<file path="src/design/aimd_barrier_message_pacer_defines.svh">
// Assertion macros shared by the pacer's checking code.
`ifndef AIMD_BARRIER_MESSAGE_PACER_DEFINES_SVH
`define AIMD_BARRIER_MESSAGE_PACER_DEFINES_SVH

// The consequent must hold in the same cycle as the antecedent.
`define AIMD_ASSERT_SAME(label, clk, rst, ante, cons) \
   label: assert property (@(posedge clk) disable iff (rst) (ante) |-> (cons)) \
      else $error("aimd pacer: same-cycle check failed");

// The consequent must hold in the cycle after the antecedent.
`define AIMD_ASSERT_NEXT(label, clk, rst, ante, cons) \
   label: assert property (@(posedge clk) disable iff (rst) (ante) |=> (cons)) \
      else $error("aimd pacer: next-cycle check failed");

`endif

</file>
<file path="src/design/aimd_bmp_pkg.sv">
package aimd_bmp_pkg;

   // Request kinds.
   localparam logic [1:0] KIND_ENQUEUE = 2'd0;
   localparam logic [1:0] KIND_POLL    = 2'd1;
   localparam logic [1:0] KIND_REPLY   = 2'd2;

   // Result kinds.
   localparam logic [1:0] RES_FORWARD = 2'd0;
   localparam logic [1:0] RES_BARRIER = 2'd1;
   localparam logic [1:0] RES_DROP    = 2'd2;

   // Register map: index is byte address divided by four.
   localparam int         CSR_ADDR_W        = 4;
   localparam logic [1:0] REG_INITIAL_LIMIT = 2'd0;
   localparam logic [1:0] REG_ADDITIVE_STEP = 2'd1;
   localparam logic [1:0] REG_DECREASE_RAT  = 2'd2;
   localparam logic [1:0] REG_WAIT_INTERVAL = 2'd3;

   localparam logic [31:0] INITIAL_LIMIT_RST = 32'd100;
   localparam logic [15:0] ADDITIVE_STEP_RST = 16'd5;
   localparam logic [7:0]  DECREASE_RAT_RST  = 8'd2;
   localparam logic [31:0] WAIT_INTERVAL_RST = 32'd5000;

   typedef struct packed {
      logic [1:0]  kind;
      logic [31:0] msg_handle;
      logic [31:0] now_ms;
   } req_type;

   typedef struct packed {
      logic [1:0]  result_kind;
      logic [31:0] out_handle;
      logic [31:0] limit_now;
      logic        last;
   } rsp_type;

   typedef struct packed {
      logic [31:0] initial_limit;
      logic [15:0] additive_step;
      logic [7:0]  decrease_ratio;
      logic [31:0] wait_interval_ms;
   } cfg_type;

   typedef struct packed {
      logic latch_req;
      logic enq_write;
      logic mark_reply;
      logic grow_limit;
      logic div_start;
      logic emit_fwd;
      logic emit_drop;
      logic emit_barrier;
      logic clear_sent;
   } cmd_type;

   typedef struct packed {
      logic [1:0] kind;
      logic       full;
      logic       nonempty;
      logic       pending;
      logic       reply;
      logic       timeout;
      logic       can_release;
      logic       count_one;
      logic       hit_limit;
      logic       div_done;
   } status_type;

endpackage

</file>
<file path="src/design/aimd_bmp_ram.sv">
module aimd_bmp_ram #(
   parameter int WIDTH = 32,
   parameter int DEPTH = 32
) (
   input  logic                     clock,
   input  logic                     wr_en,
   input  logic [$clog2(DEPTH)-1:0] wr_addr,
   input  logic [WIDTH-1:0]         wr_data,
   input  logic [$clog2(DEPTH)-1:0] rd_addr,
   output logic [WIDTH-1:0]         rd_data
);

   logic [WIDTH-1:0] mem_ff [DEPTH];
   logic [WIDTH-1:0] rd_data_ff;

   always_ff @(posedge clock) begin
      if (wr_en) begin
         mem_ff[wr_addr] <= wr_data;
      end
      rd_data_ff <= mem_ff[rd_addr];
   end

   assign rd_data = rd_data_ff;

endmodule

</file>
<file path="src/design/aimd_bmp_csr.sv">
module aimd_bmp_csr (
   input  logic                                clock,
   input  logic                                reset,
   input  logic                                psel,
   input  logic                                penable,
   input  logic                                pwrite,
   input  logic [aimd_bmp_pkg::CSR_ADDR_W-1:0] paddr,
   input  logic [31:0]                         pwdata,
   output logic [31:0]                         prdata,
   output logic                                pready,
   output aimd_bmp_pkg::cfg_type               cfg,
   output logic                                limit_load
);

   aimd_bmp_pkg::cfg_type cfg_ff, cfg_in;
   logic                  limit_load_ff, limit_load_in;
   logic                  wr_strobe;
   logic [1:0]            reg_index;

   assign pready    = 1'b1;
   assign wr_strobe = psel & penable & pwrite;
   assign reg_index = paddr[3:2];

   // The reload pulse comes in the cycle after the write, when cfg already holds the new value.
   always_comb begin
      cfg_in        = cfg_ff;
      limit_load_in = 1'b0;
      if (wr_strobe) begin
         case (reg_index)
            aimd_bmp_pkg::REG_INITIAL_LIMIT: begin
               cfg_in.initial_limit = pwdata;
               limit_load_in        = 1'b1;
            end
            aimd_bmp_pkg::REG_ADDITIVE_STEP: cfg_in.additive_step = pwdata[15:0];
            aimd_bmp_pkg::REG_DECREASE_RAT:  cfg_in.decrease_ratio = pwdata[7:0];
            aimd_bmp_pkg::REG_WAIT_INTERVAL: cfg_in.wait_interval_ms = pwdata;
            default: cfg_in = cfg_ff;
         endcase
      end
   end

   always_comb begin
      case (reg_index)
         aimd_bmp_pkg::REG_INITIAL_LIMIT: prdata = cfg_ff.initial_limit;
         aimd_bmp_pkg::REG_ADDITIVE_STEP: prdata = {16'd0, cfg_ff.additive_step};
         aimd_bmp_pkg::REG_DECREASE_RAT:  prdata = {24'd0, cfg_ff.decrease_ratio};
         aimd_bmp_pkg::REG_WAIT_INTERVAL: prdata = cfg_ff.wait_interval_ms;
         default: prdata = 32'd0;
      endcase
   end

   always_ff @(posedge clock) begin
      if (reset) begin
         cfg_ff.initial_limit    <= aimd_bmp_pkg::INITIAL_LIMIT_RST;
         cfg_ff.additive_step    <= aimd_bmp_pkg::ADDITIVE_STEP_RST;
         cfg_ff.decrease_ratio   <= aimd_bmp_pkg::DECREASE_RAT_RST;
         cfg_ff.wait_interval_ms <= aimd_bmp_pkg::WAIT_INTERVAL_RST;
         limit_load_ff           <= 1'b0;
      end else begin
         cfg_ff        <= cfg_in;
         limit_load_ff <= limit_load_in;
      end
   end

   assign cfg        = cfg_ff;
   assign limit_load = limit_load_ff;

endmodule

</file>
<file path="src/design/aimd_bmp_datapath.sv">
module aimd_bmp_datapath #(
   parameter int QUEUE_DEPTH = 32,
   parameter int MIN_LIMIT   = 20
) (
   input  logic                     clock,
   input  logic                     reset,
   input  aimd_bmp_pkg::req_type    req_item,
   input  aimd_bmp_pkg::cfg_type    cfg,
   input  logic                     limit_load,
   input  aimd_bmp_pkg::cmd_type    cmd,
   output aimd_bmp_pkg::status_type status,
   output logic                     rsp_valid,
   output aimd_bmp_pkg::rsp_type    rsp_item
);

   localparam int              AW         = $clog2(QUEUE_DEPTH);
   localparam int              CW         = $clog2(QUEUE_DEPTH + 1);
   localparam int              DIV_STEPS  = 32;
   localparam int              DCW        = $clog2(DIV_STEPS);
   localparam logic [AW-1:0]   LAST_ADDR  = AW'(QUEUE_DEPTH - 1);
   localparam logic [AW:0]     DEPTH_X    = (AW + 1)'(QUEUE_DEPTH);
   localparam logic [CW-1:0]   FULL_COUNT = CW'(QUEUE_DEPTH);
   localparam logic [CW-1:0]   ONE_COUNT  = CW'(1);
   localparam logic [DCW-1:0]  DIV_LAST   = DCW'(DIV_STEPS - 1);
   localparam logic [31:0]     MIN_LIM_W  = 32'(MIN_LIMIT);
   localparam logic [15:0]     MIN_LIM_N  = 16'(MIN_LIMIT);

   aimd_bmp_pkg::req_type req_ff, req_in;
   aimd_bmp_pkg::rsp_type rsp_ff, rsp_in;
   logic                  rsp_valid_ff, rsp_valid_in;
   logic [AW-1:0]         head_ff, head_in;
   logic [CW-1:0]         count_ff, count_in;
   logic [31:0]           limit_ff, limit_in;
   logic [31:0]           sent_ff, sent_in;
   logic                  pending_ff, pending_in;
   logic                  reply_ff, reply_in;
   logic [31:0]           btime_ff, btime_in;
   logic [31:0]           quo_ff, quo_in;
   logic [7:0]            rem_ff, rem_in;
   logic [7:0]            dvs_ff, dvs_in;
   logic [DCW-1:0]        dcnt_ff, dcnt_in;
   logic                  drun_ff, drun_in;
   logic                  floor_ff, floor_in;

   logic [AW:0]   tail_sum;
   logic [AW-1:0] tail_addr;
   logic [AW-1:0] head_step;
   logic [31:0]   rd_data;
   logic          wr_en;
   logic [32:0]   grow_sum;
   logic [32:0]   sent_plus;
   logic [7:0]    ratio_eff;
   logic [23:0]   shrink_bound;
   logic [8:0]    trial;
   logic [8:0]    trial_diff;
   logic          trial_ge;
   logic          last_fwd;

   // Write slot is head plus fill, folded back into the queue.
   assign tail_sum  = (AW + 1)'(head_ff) + (AW + 1)'(count_ff);
   assign tail_addr = (tail_sum >= DEPTH_X) ? AW'(tail_sum - DEPTH_X) : tail_sum[AW-1:0];
   assign head_step = (head_ff == LAST_ADDR) ? '0 : head_ff + AW'(1);

   assign grow_sum     = {1'b0, limit_ff} + 33'(cfg.additive_step);
   assign sent_plus    = {1'b0, sent_ff} + 33'd1;
   assign ratio_eff    = (cfg.decrease_ratio == 8'd0) ? 8'd1 : cfg.decrease_ratio;
   assign shrink_bound = 24'(ratio_eff) * 24'(MIN_LIM_N);

   // One restoring divide step per cycle.
   assign trial      = {rem_ff, quo_ff[31]};
   assign trial_ge   = trial >= {1'b0, dvs_ff};
   assign trial_diff = trial - {1'b0, dvs_ff};

   assign status.kind        = req_ff.kind;
   assign status.full        = count_ff == FULL_COUNT;
   assign status.nonempty    = count_ff != '0;
   assign status.pending     = pending_ff;
   assign status.reply       = reply_ff;
   assign status.timeout     = (req_ff.now_ms - btime_ff) > cfg.wait_interval_ms;
   assign status.can_release = (count_ff != '0) && (sent_ff < limit_ff);
   assign status.count_one   = count_ff == ONE_COUNT;
   assign status.hit_limit   = sent_plus == {1'b0, limit_ff};
   assign status.div_done    = drun_ff && (dcnt_ff == DIV_LAST);

   assign last_fwd = status.count_one && !status.hit_limit;

   always_comb begin
      req_in       = req_ff;
      rsp_in       = rsp_ff;
      rsp_valid_in = 1'b0;
      head_in      = head_ff;
      count_in     = count_ff;
      limit_in     = limit_ff;
      sent_in      = sent_ff;
      pending_in   = pending_ff;
      reply_in     = reply_ff;
      btime_in     = btime_ff;
      quo_in       = quo_ff;
      rem_in       = rem_ff;
      dvs_in       = dvs_ff;
      dcnt_in      = dcnt_ff;
      drun_in      = drun_ff;
      floor_in     = floor_ff;
      wr_en        = 1'b0;

      if (cmd.latch_req) begin
         req_in = req_item;
      end
      if (cmd.enq_write) begin
         wr_en    = 1'b1;
         count_in = count_ff + ONE_COUNT;
      end
      if (cmd.mark_reply) begin
         reply_in = 1'b1;
      end
      if (cmd.grow_limit) begin
         limit_in   = grow_sum[32] ? 32'hFFFF_FFFF : grow_sum[31:0];
         pending_in = 1'b0;
         reply_in   = 1'b0;
      end
      if (cmd.div_start) begin
         quo_in   = limit_ff;
         rem_in   = 8'd0;
         dvs_in   = ratio_eff;
         dcnt_in  = '0;
         drun_in  = 1'b1;
         floor_in = limit_ff < 32'(shrink_bound);
      end
      if (drun_ff) begin
         rem_in  = trial_ge ? trial_diff[7:0] : trial[7:0];
         quo_in  = {quo_ff[30:0], trial_ge};
         dcnt_in = dcnt_ff + DCW'(1);
         if (dcnt_ff == DIV_LAST) begin
            drun_in  = 1'b0;
            limit_in = floor_ff ? MIN_LIM_W : {quo_ff[30:0], trial_ge};
         end
      end
      if (cmd.emit_fwd) begin
         rsp_valid_in = 1'b1;
         rsp_in       = '{aimd_bmp_pkg::RES_FORWARD, rd_data, limit_ff, last_fwd};
         head_in      = head_step;
         count_in     = count_ff - ONE_COUNT;
         sent_in      = sent_plus[31:0];
      end
      if (cmd.emit_drop) begin
         rsp_valid_in = 1'b1;
         rsp_in       = '{aimd_bmp_pkg::RES_DROP, req_ff.msg_handle, limit_ff, 1'b1};
      end
      if (cmd.emit_barrier) begin
         rsp_valid_in = 1'b1;
         rsp_in       = '{aimd_bmp_pkg::RES_BARRIER, 32'd0, limit_ff, 1'b1};
         pending_in   = 1'b1;
         reply_in     = 1'b0;
         btime_in     = req_ff.now_ms;
         if (cmd.clear_sent) begin
            sent_in = 32'd0;
         end
      end
      if (limit_load) begin
         limit_in = cfg.initial_limit;
      end
   end

   // Reading at the next head address keeps the head entry ready on rd_data in the cycle after.
   aimd_bmp_ram #(
      .WIDTH (32),
      .DEPTH (QUEUE_DEPTH)
   ) u_queue (
      .clock   (clock),
      .wr_en   (wr_en),
      .wr_addr (tail_addr),
      .wr_data (req_ff.msg_handle),
      .rd_addr (head_in),
      .rd_data (rd_data)
   );

   always_ff @(posedge clock) begin
      if (reset) begin
         rsp_valid_ff <= 1'b0;
         head_ff      <= '0;
         count_ff     <= '0;
         limit_ff     <= aimd_bmp_pkg::INITIAL_LIMIT_RST;
         sent_ff      <= 32'd0;
         pending_ff   <= 1'b0;
         reply_ff     <= 1'b0;
         btime_ff     <= 32'd0;
         drun_ff      <= 1'b0;
         dcnt_ff      <= '0;
      end else begin
         rsp_valid_ff <= rsp_valid_in;
         head_ff      <= head_in;
         count_ff     <= count_in;
         limit_ff     <= limit_in;
         sent_ff      <= sent_in;
         pending_ff   <= pending_in;
         reply_ff     <= reply_in;
         btime_ff     <= btime_in;
         drun_ff      <= drun_in;
         dcnt_ff      <= dcnt_in;
      end
   end

   always_ff @(posedge clock) begin
      req_ff   <= req_in;
      rsp_ff   <= rsp_in;
      quo_ff   <= quo_in;
      rem_ff   <= rem_in;
      dvs_ff   <= dvs_in;
      floor_ff <= floor_in;
   end

   assign rsp_valid = rsp_valid_ff;
   assign rsp_item  = rsp_ff;

endmodule

</file>
<file path="src/design/aimd_bmp_ctrl.sv">
module aimd_bmp_ctrl (
   input  logic                     clock,
   input  logic                     reset,
   input  logic                     start,
   output logic                     busy,
   input  aimd_bmp_pkg::status_type status,
   output aimd_bmp_pkg::cmd_type    cmd
);

   typedef enum logic [6:0] {
      ST_IDLE      = 7'b0000001,
      ST_DECIDE    = 7'b0000010,
      ST_FETCH     = 7'b0000100,
      ST_EMIT      = 7'b0001000,
      ST_PACK_BAR  = 7'b0010000,
      ST_DIVIDE    = 7'b0100000,
      ST_TIME_BAR  = 7'b1000000
   } ctrl_state_type;

   ctrl_state_type state_ff, state_in;

   always_comb begin
      state_in = state_ff;
      cmd      = '0;
      case (state_ff)
         ST_IDLE: begin
            if (start) begin
               cmd.latch_req = 1'b1;
               state_in      = ST_DECIDE;
            end
         end
         ST_DECIDE: begin
            state_in = ST_IDLE;
            case (status.kind)
               aimd_bmp_pkg::KIND_ENQUEUE: begin
                  if (status.full) begin
                     cmd.emit_drop = 1'b1;
                  end else begin
                     cmd.enq_write = 1'b1;
                  end
               end
               aimd_bmp_pkg::KIND_REPLY: begin
                  cmd.mark_reply = status.pending;
               end
               aimd_bmp_pkg::KIND_POLL: begin
                  if (status.nonempty) begin
                     if (status.pending && status.reply) begin
                        cmd.grow_limit = 1'b1;
                        state_in       = ST_FETCH;
                     end else if (status.pending) begin
                        if (status.timeout) begin
                           cmd.div_start = 1'b1;
                           state_in      = ST_DIVIDE;
                        end
                     end else begin
                        state_in = ST_FETCH;
                     end
                  end
               end
               default: state_in = ST_IDLE;
            endcase
         end
         ST_FETCH: begin
            state_in = status.can_release ? ST_EMIT : ST_IDLE;
         end
         ST_EMIT: begin
            cmd.emit_fwd = 1'b1;
            if (status.hit_limit) begin
               state_in = ST_PACK_BAR;
            end else if (status.count_one) begin
               state_in = ST_IDLE;
            end
         end
         ST_PACK_BAR: begin
            cmd.emit_barrier = 1'b1;
            cmd.clear_sent   = 1'b1;
            state_in         = ST_IDLE;
         end
         ST_DIVIDE: begin
            if (status.div_done) begin
               state_in = ST_TIME_BAR;
            end
         end
         ST_TIME_BAR: begin
            cmd.emit_barrier = 1'b1;
            state_in         = ST_IDLE;
         end
         default: state_in = ST_IDLE;
      endcase
   end

   always_ff @(posedge clock) begin
      if (reset) begin
         state_ff <= ST_IDLE;
      end else begin
         state_ff <= state_in;
      end
   end

   assign busy = state_ff != ST_IDLE;

endmodule

</file>
<file path="src/design/aimd_barrier_message_pacer.sv">
// Paces control messages for one link under an additive-increase and
// multiplicative-decrease limit, with barriers marking the end of each pack.
// A request is taken on a rising edge where start is high and busy is low;
// req_item carries the kind (enqueue, poll with time, barrier reply), the
// message handle and the current time. Results appear on rsp_item for exactly
// one cycle, marked by rsp_valid, and the final result of a request has last
// set. The receiver cannot hold results off, so each one is complete the
// cycle it is shown. An enqueue or reply holds busy high for one cycle after
// acceptance, in the decide state; a dropped enqueue's result is registered
// from that state. A poll that releases queued handles passes the decide and
// fetch states, then sends one handle per cycle out of the queue RAM, plus
// a barrier when the limit is reached. A poll on a non-empty queue that times
// out runs the 32-step shift-and-subtract divider and then sends its barrier.
// No new request is taken while busy is high, so the release loop and the
// divider hold off the next one. Reset is synchronous: the state machine
// returns to idle, the queue empties, and registers take their defaults
// (limit 100, step 5, ratio 2, wait 5000 ms). The user must write registers
// on the APB-style port only while busy is low; the block itself does not
// enforce it.
`include "aimd_barrier_message_pacer_defines.svh"

module aimd_barrier_message_pacer #(
   parameter int QUEUE_DEPTH = 32,
   parameter int MIN_LIMIT   = 20
) (
   input  logic                                clock,
   input  logic                                reset,
   input  logic                                start,
   output logic                                busy,
   input  aimd_bmp_pkg::req_type               req_item,
   output logic                                rsp_valid,
   output aimd_bmp_pkg::rsp_type               rsp_item,
   input  logic                                psel,
   input  logic                                penable,
   input  logic                                pwrite,
   input  logic [aimd_bmp_pkg::CSR_ADDR_W-1:0] paddr,
   input  logic [31:0]                         pwdata,
   output logic [31:0]                         prdata,
   output logic                                pready
);

   aimd_bmp_pkg::cfg_type    cfg;
   aimd_bmp_pkg::cmd_type    cmd;
   aimd_bmp_pkg::status_type status;
   logic                     limit_load;

   // The register block also signals when the starting limit is rewritten,
   // which reloads the working limit in the datapath from the registered pulse.
   aimd_bmp_csr u_csr (
      .clock      (clock),
      .reset      (reset),
      .psel       (psel),
      .penable    (penable),
      .pwrite     (pwrite),
      .paddr      (paddr),
      .pwdata     (pwdata),
      .prdata     (prdata),
      .pready     (pready),
      .cfg        (cfg),
      .limit_load (limit_load)
   );

   // The sequencer decides what a request does and walks the release loop.
   aimd_bmp_ctrl u_ctrl (
      .clock  (clock),
      .reset  (reset),
      .start  (start),
      .busy   (busy),
      .status (status),
      .cmd    (cmd)
   );

   // The datapath holds the queue, the limit arithmetic and the result register.
   aimd_bmp_datapath #(
      .QUEUE_DEPTH (QUEUE_DEPTH),
      .MIN_LIMIT   (MIN_LIMIT)
   ) u_datapath (
      .clock      (clock),
      .reset      (reset),
      .req_item   (req_item),
      .cfg        (cfg),
      .limit_load (limit_load),
      .cmd        (cmd),
      .status     (status),
      .rsp_valid  (rsp_valid),
      .rsp_item   (rsp_item)
   );

   // An accepted request always holds the block busy for the next cycle.
   `AIMD_ASSERT_NEXT(a_accept_busy, clock, reset, start && !busy, busy)
   // Results of one request come out in consecutive cycles until the last.
   `AIMD_ASSERT_NEXT(a_burst_contig, clock, reset, rsp_valid && !rsp_item.last, rsp_valid)
   // The last result of one request is never followed directly by another.
   `AIMD_ASSERT_NEXT(a_last_gap, clock, reset, rsp_valid && rsp_item.last, !rsp_valid)
   // A barrier always closes the results of its request.
   `AIMD_ASSERT_SAME(a_barrier_last, clock, reset,
      rsp_valid && (rsp_item.result_kind == aimd_bmp_pkg::RES_BARRIER), rsp_item.last)

endmodule

</file>
<file path="config.mk">
export PLATFORM = sky130hd
export DESIGN_NAME = aimd_barrier_message_pacer
export DESIGN_NICKNAME = d
export VERILOG_FILES = /design/src/design/aimd_bmp_pkg.sv /design/src/design/aimd_bmp_ram.sv /design/src/design/aimd_bmp_csr.sv /design/src/design/aimd_bmp_datapath.sv /design/src/design/aimd_bmp_ctrl.sv /design/src/design/aimd_barrier_message_pacer.sv
export VERILOG_INCLUDE_DIRS = /design/src /design/src/design
export SDC_FILE = /design/constraint.sdc
export NUM_CORES = 2
export LEC_CHECK = 0
export BUFFER_PORTS_ARGS = -buffer_cell sky130_fd_sc_hd__buf_2
export CAP_MARGIN = 0
export CORE_ASPECT_RATIO = 0.8
export CORE_MARGIN = 3
export CORE_UTILIZATION = 54
export CTS_CLUSTER_SIZE = 12
export DETAILED_ROUTE_END_ITERATION = 6
export PLACE_DENSITY = 0.71
export SYNTH_ARGS = -nofsm -noshare
export SYNTH_HDL_FRONTEND = slang
export SYNTH_SLANG_ARGS = --single-unit
</file>
<file path="constraint.sdc">
create_clock -name clock -period 10.2 [get_ports clock]
set_clock_uncertainty 0.2 [all_clocks]
set_input_delay 2.04 -clock clock [delete_from_list [all_inputs] [get_ports clock]]
set_output_delay 2.04 -clock clock [all_outputs]
set_load 0.01 [all_outputs]
</file>
# Word level (Yosys, flattened, before mapping)
# Memory sizes are Yosys's and may differ from the RTL's. A register that Yosys moved wholly into a read port is not among the register bits.
# Index checks and enable logic that the tools add are counted.
# classes
add_sub_neg	10
n_mul	1
order_cmp	5
n_eq_ne	21
muxes	67
bitwise	3
reduce_logical	23
# ops
op	n
32-bit two-way mux	11
67-bit two-way mux	2
32-bit one-hot mux with 4 select lines	1
7-bit two-way mux	8
7-bit one-hot mux with 5 select lines	1
32-bit by 1-bit adder with 33-bit output (second input constant)	1
32-bit by 16-bit adder with 33-bit output	1
33-bit by 32-bit equality test with 1-bit output	1
33-bit two-way mux	1
32-bit greater-than comparator	1
32-bit by 13-bit less-than comparator with 1-bit output	1
32-bit less-than comparator	1
8-bit two-way mux	4
32-bit subtractor	1
1-bit two-way mux	27
5-bit two-way mux	5
6-bit two-way mux	3
8-bit by 3-bit multiplier with 11-bit output (second input constant)	1
5-bit by 1-bit adder with 5-bit output (second input constant)	2
5-bit equality test (second input constant)	2
9-bit by 8-bit >= comparator with 1-bit output	1
8-bit zero test	1
4-bit two-way mux	2
2-bit AND reduction	4
other kinds (32)	47
# totals
reg_bits	394
ram_bits	1024
output_inout_bits	102
wordCells	158
mem_count	1
# memory_table
memory	depth	width	rd	rd_clocked_by_memory_dff	write_ports	line	source
u_datapath.u_queue.mem_ff	32	32	1	1	1	aimd_bmp_ram.sv:13	logic [WIDTH-1:0] mem_ff [DEPTH];

# Logic depth before layout (Yosys ltp)
# depth
word_depth	12
mapped_depth	22

# By module
# Synthesis repeated with hierarchy kept, for this count alone.
# hier_totals
cells_unflattened	4716
hier_area_um2	63422.1
# modules_own_cells
module	n_inst	cells_each	area_per_inst_um2	seq_area_each_um2
aimd_bmp_ram	1	2260	40492.6	31390.1
aimd_bmp_datapath	1	1987	18252.5	7437.1
aimd_bmp_csr	1	401	4165.2	1781.7
aimd_bmp_ctrl	1	68	511.7	140.1

# Worst setup path after synthesis
# Ideal clock, no wire load.
# synth_timing
kind	input-to-output
start	in paddr[2] (netlist bit)
end	out prdata[1]
arrival_time_ps	3553
required_ps	7960
path_slack_ps	4407
path_stages	3
n_path_buf	2
path_cell_list	buf_1 -> clkbuf_1 -> mux4_2
# synth_between
elab_chain_cells	2
# synth_lines
element	line	source
start, declared	aimd_barrier_message_pacer.sv:36	input logic [aimd_bmp_pkg::CSR_ADDR_W-1:0] paddr,
2-bit equality test, or another cell as far along	aimd_bmp_csr.sv:43	case (reg_index)
32-bit one-hot mux with 4 select lines *	aimd_bmp_csr.sv:43	
end, declared	aimd_barrier_message_pacer.sv:38	output logic [31:0] prdata,
# Mark *: on every way between the ends. The rest lies on a longest branch, timed or not.

# Worst setup path in the final report
# layout_timing
start	reg u_datapath.req_ff[1] (netlist bit)
end	reg u_datapath.quo_ff[18] (enable)
# layout_between
elab_chain_cells	9
# layout_lines
element	line	source
start, declared	aimd_bmp_datapath.sv:28	aimd_bmp_pkg::req_type req_ff, req_in;
start signal, assigned	aimd_bmp_datapath.sv:204	req_ff <= req_in;
32-bit subtractor	aimd_bmp_datapath.sv:79	assign status.timeout = (req_ff.now_ms - btime_ff) > cfg.wait_interval_ms;
32-bit greater-than comparator	aimd_bmp_datapath.sv:79	
1-bit two-way mux	aimd_bmp_ctrl.sv:51	if (status.timeout) begin
1-bit two-way mux	aimd_bmp_ctrl.sv:50	end else if (status.pending) begin
1-bit two-way mux	aimd_bmp_ctrl.sv:47	if (status.pending && status.reply) begin
2-bit two-way mux	aimd_bmp_ctrl.sv:46	if (status.nonempty) begin
2-bit two-way mux	aimd_bmp_ctrl.sv:34	case (status.kind)
4-bit two-way mux	aimd_bmp_ctrl.sv:25	case (state_ff)
2-bit nonzero test (no source line)	-	
end signal, assigned	aimd_bmp_datapath.sv:206	quo_ff <= quo_in;
end, declared	aimd_bmp_datapath.sv:38	logic [31:0] quo_ff, quo_in;
# Every way passes these cells.
# A chain may end at the register's enable or synchronous reset.

==> reports/qor.csv <==
metric,value,unit
r2r_end,u_datapath.quo_ff[18],
peakVddDrop,0.169,mV
reg2regPathDepth,19,
synth_top_cell_area_share,0.569,
grtUsageTotal,0.272,
max_stage_delay,0.86,ns
criticalPathCategory,flop to flop,
cts_resized,0,
power_frac_comb,0.026,
min_path_type,flop to flop,
clk_pin_slew,0.06,ns
setup_viol,0,
h-tree-depth,4,
fillers,8386,
holdPathEnd,u_datapath.rsp_item[57],
final_common_cell,edfxtp_1,
numCtsBuffers,144,
yosysTopAreaCell,edfxtp_1,
setup_tns,0,ns
drv_cap,0,
path_cells,ha_1 -> nor2b_1 -> o31a_1 -> o31ai_1 -> o211ai_1 -> nand2_1 -> nor2_1 -> a2111oi_0 -> o311ai_0 -> xnor2_1 -> ha_1 -> nand4_1 -> or4_1 -> a21oi_1 -> o211ai_1 -> buf_4 -> nor2b_1 -> inv_1 -> buf_4,
fin_util,0.610,
cts_hold_buffers,0,
viasPerCell,6.25,
rows,110,
dp_hpwl,101,mm
syn_nets,4604,
floorplan.die_area,119000,um2
synth_area_per_cell,14.2,um2
cts_tree,done,
seq_area_frac_synth,0.659,
grt_setup_unrepaired,no,
crit_path_end_kind,flop,
layout.nets,4794,
synth_top_flop_cell,edfxtp_1,
swShare,0.211,
final_hold_viol_count,0,
status,completed,
mostFrequentLayoutCells,"1171 x edfxtp_1, 608 x nand2_1, 278 x dfxtp_1",
tightest_slew,1.29,ns
synth_area,61800,um2
numClockSinks,1450,
fp.coreArea,113000,um2
yosysUniqueCellTypes,90,
grt_start_max_net_pins,129,
final_max_slew_viol_count,0,
internal_power,9.38,mW
ioPinCount,210,
critPathMaxFanout,41,
dr.first_iter.drc_count,4739,
ys_seq_elements,1450,
post_cts_buffers,0,
r2r_start,u_datapath.req_ff[1],
p_clk_frac,0.417,
antenna_found_initial,9,
io_buffers,206,
grt_overflow_total,0,
wire_per_inst,26.5,um
insertion_delay,0.76,ns
synth-edff-count,1171,
wl,162,mm
cp_slowest_cell,a2111oi_0,
synth_cells,4340,
grt_pass1_vias,36100,
critPathLaunchType,flop,
grt_pass1_wl,238,mm
yosys_warnings,0,
ant_nets,0,
gp_congestion,0.949,
synth_top_cells_by_area,"edfxtp_1 57%, mux4_2 9.6%, dfxtp_1 9.0%",
seqPwrFrac,0.556,
max-slew-margin-rel,0.142,
crit_start,u_datapath.req_ff[1],
arrival,6.46,ns
die_h,309,um
drive_gt1_frac,0.172,
power_switching,2.50,mW
min_from,u_datapath.u_queue.rd_data[24],
timing.fmax,159,MHz
clock-root-buffer,clkbuf_16,
num_vias,38400,
p_per_area,172,nW/um2
start_util,0.547,
dieWidth,384,um
fin_crit_sh,0.616,
drc,0,
clock_path_buffers,3,
first_pass_iters,6,
p_leak,23.3,nW
async_flop_share,0,
whs_path_depth,2,
period_minus_slack,6.28,ns
area_delta_synth_final,11.5,%
r2r_slack,3.92,ns
cp.required,10.38,ns
## Yosys cell counts, types with 57 or more instances
cell type / number
xor2_1: 60
clkbuf_1: 142
nor2_1: 206
ha_1: 151
mux4_2: 264
buf_2: 59
nand2_1: 608
nand3_1: 138
edfxtp_1: 1171
mux2i_1: 57
a21oi_1: 257
o21ai_0: 157
dfxtp_1: 279
xnor2_1: 79
inv_1: 142
## worst max path at each step
stage                     depth (start not counted)               endpoint
final                                            19  u_datapath.quo_ff[18]
after global routing                             19  u_datapath.quo_ff[18]
after CTS                                        19  u_datapath.quo_ff[18]
after detailed placement                         19  u_datapath.quo_ff[23]
after global placement                           19  u_datapath.quo_ff[23]
after floorplan                                   3              prdata[1]
## logic make-up after synthesis
kind of cell / after synthesis / synth area share
AOI/OAI and AO/OA: 664 / 0.0666
xor gates and xnor gates: 139 / 0.0197
adders and majority gates: 156 / 0.0322
buffers and inverters: 377 / 0.0253
DFF: 1450 / 0.659
muxes: 322 / 0.106
other: 1 / 0.0000607
and+or+nand+nor: 1231 / 0.0913
## stage by stage
| step | hold slack [ns] | instances | worst slack (ns) | instance area [um2] | power, mW |
|---|---|---|---|---|---|
| CTS | 0.233 | 6137 | 3.92 | 68900 | 11.9 |
| finish | 0.233 | 6142 | 3.92 | 68900 | 11.9 |
| global placement | 0.213 | 5896 | 4.06 | 64600 | 7.02 |
| floorplan | 0.201 | 4340 | 4.41 | 61800 | 6.88 |
| detailed placement | 0.217 | 5896 | 3.99 | 64600 | 7.04 |
| global route | 0.260 | 6141 | 3.52 | 68900 | 12.2 |
## area by class of cell
cell class,count,area (um2),area share
sequential,1450,40800,0.591
timing repair buffer,279,1620,0.0235
multi-input combinational,2513,19800,0.288
clock buffer,220,3990,0.0579
antenna,5,12.5,0.000182
inverter,142,533,0.00773
tap,1512,1890,0.0275
clock inverter,21,279,0.00405
## critical path, delay by kind of cell (launching register included)
kind / cells / cell delay (ns)
adder cells (fa/ha/maj): 2 / 0.59
buffers and inverters: 3 / 0.81
AO/OA/AOI/OAI: 7 / 2.46
XOR/XNOR: 1 / 0.19
flip-flops: 1 / 0.43
AND/OR/NAND/NOR: 6 / 1.17
## sequential cells by signal (all words and copies together) (netlist names), 7 cells and up
register / flops
u_datapath.u_queue.mem_ff: 1024
u_csr.cfg: 88
u_datapath.rsp_item: 67
u_datapath.req_ff: 64
u_datapath.btime_ff: 32
u_datapath.limit_ff: 32
u_datapath.quo_ff: 32
u_datapath.sent_ff: 32
u_datapath.u_queue.rd_data: 32
u_datapath.dvs_ff: 8
u_datapath.rem_ff: 8
u_ctrl.state_ff: 7
## layer usage
layer  track usage  vias up  share of wire
li1              -    16800              -
met1         0.429    19400           0.43
met2         0.375     2080           0.42
met3        0.0736      203           0.13
met4        0.0711        2          0.019
met5             0        -       0.000080
## power by group through the flow
stage	Clock, mW	Sequential [mW]	Combinational [mW]
4_1_cts	5.03	6.60	0.313
3_5_place_dp	0	6.73	0.311
5_1_grt	5.25	6.62	0.350
3_3_place_gp	0	6.72	0.304
6_report	4.96	6.61	0.314
2_1_floorplan	0	6.67	0.206
Power figures use the tool's default switching activity.
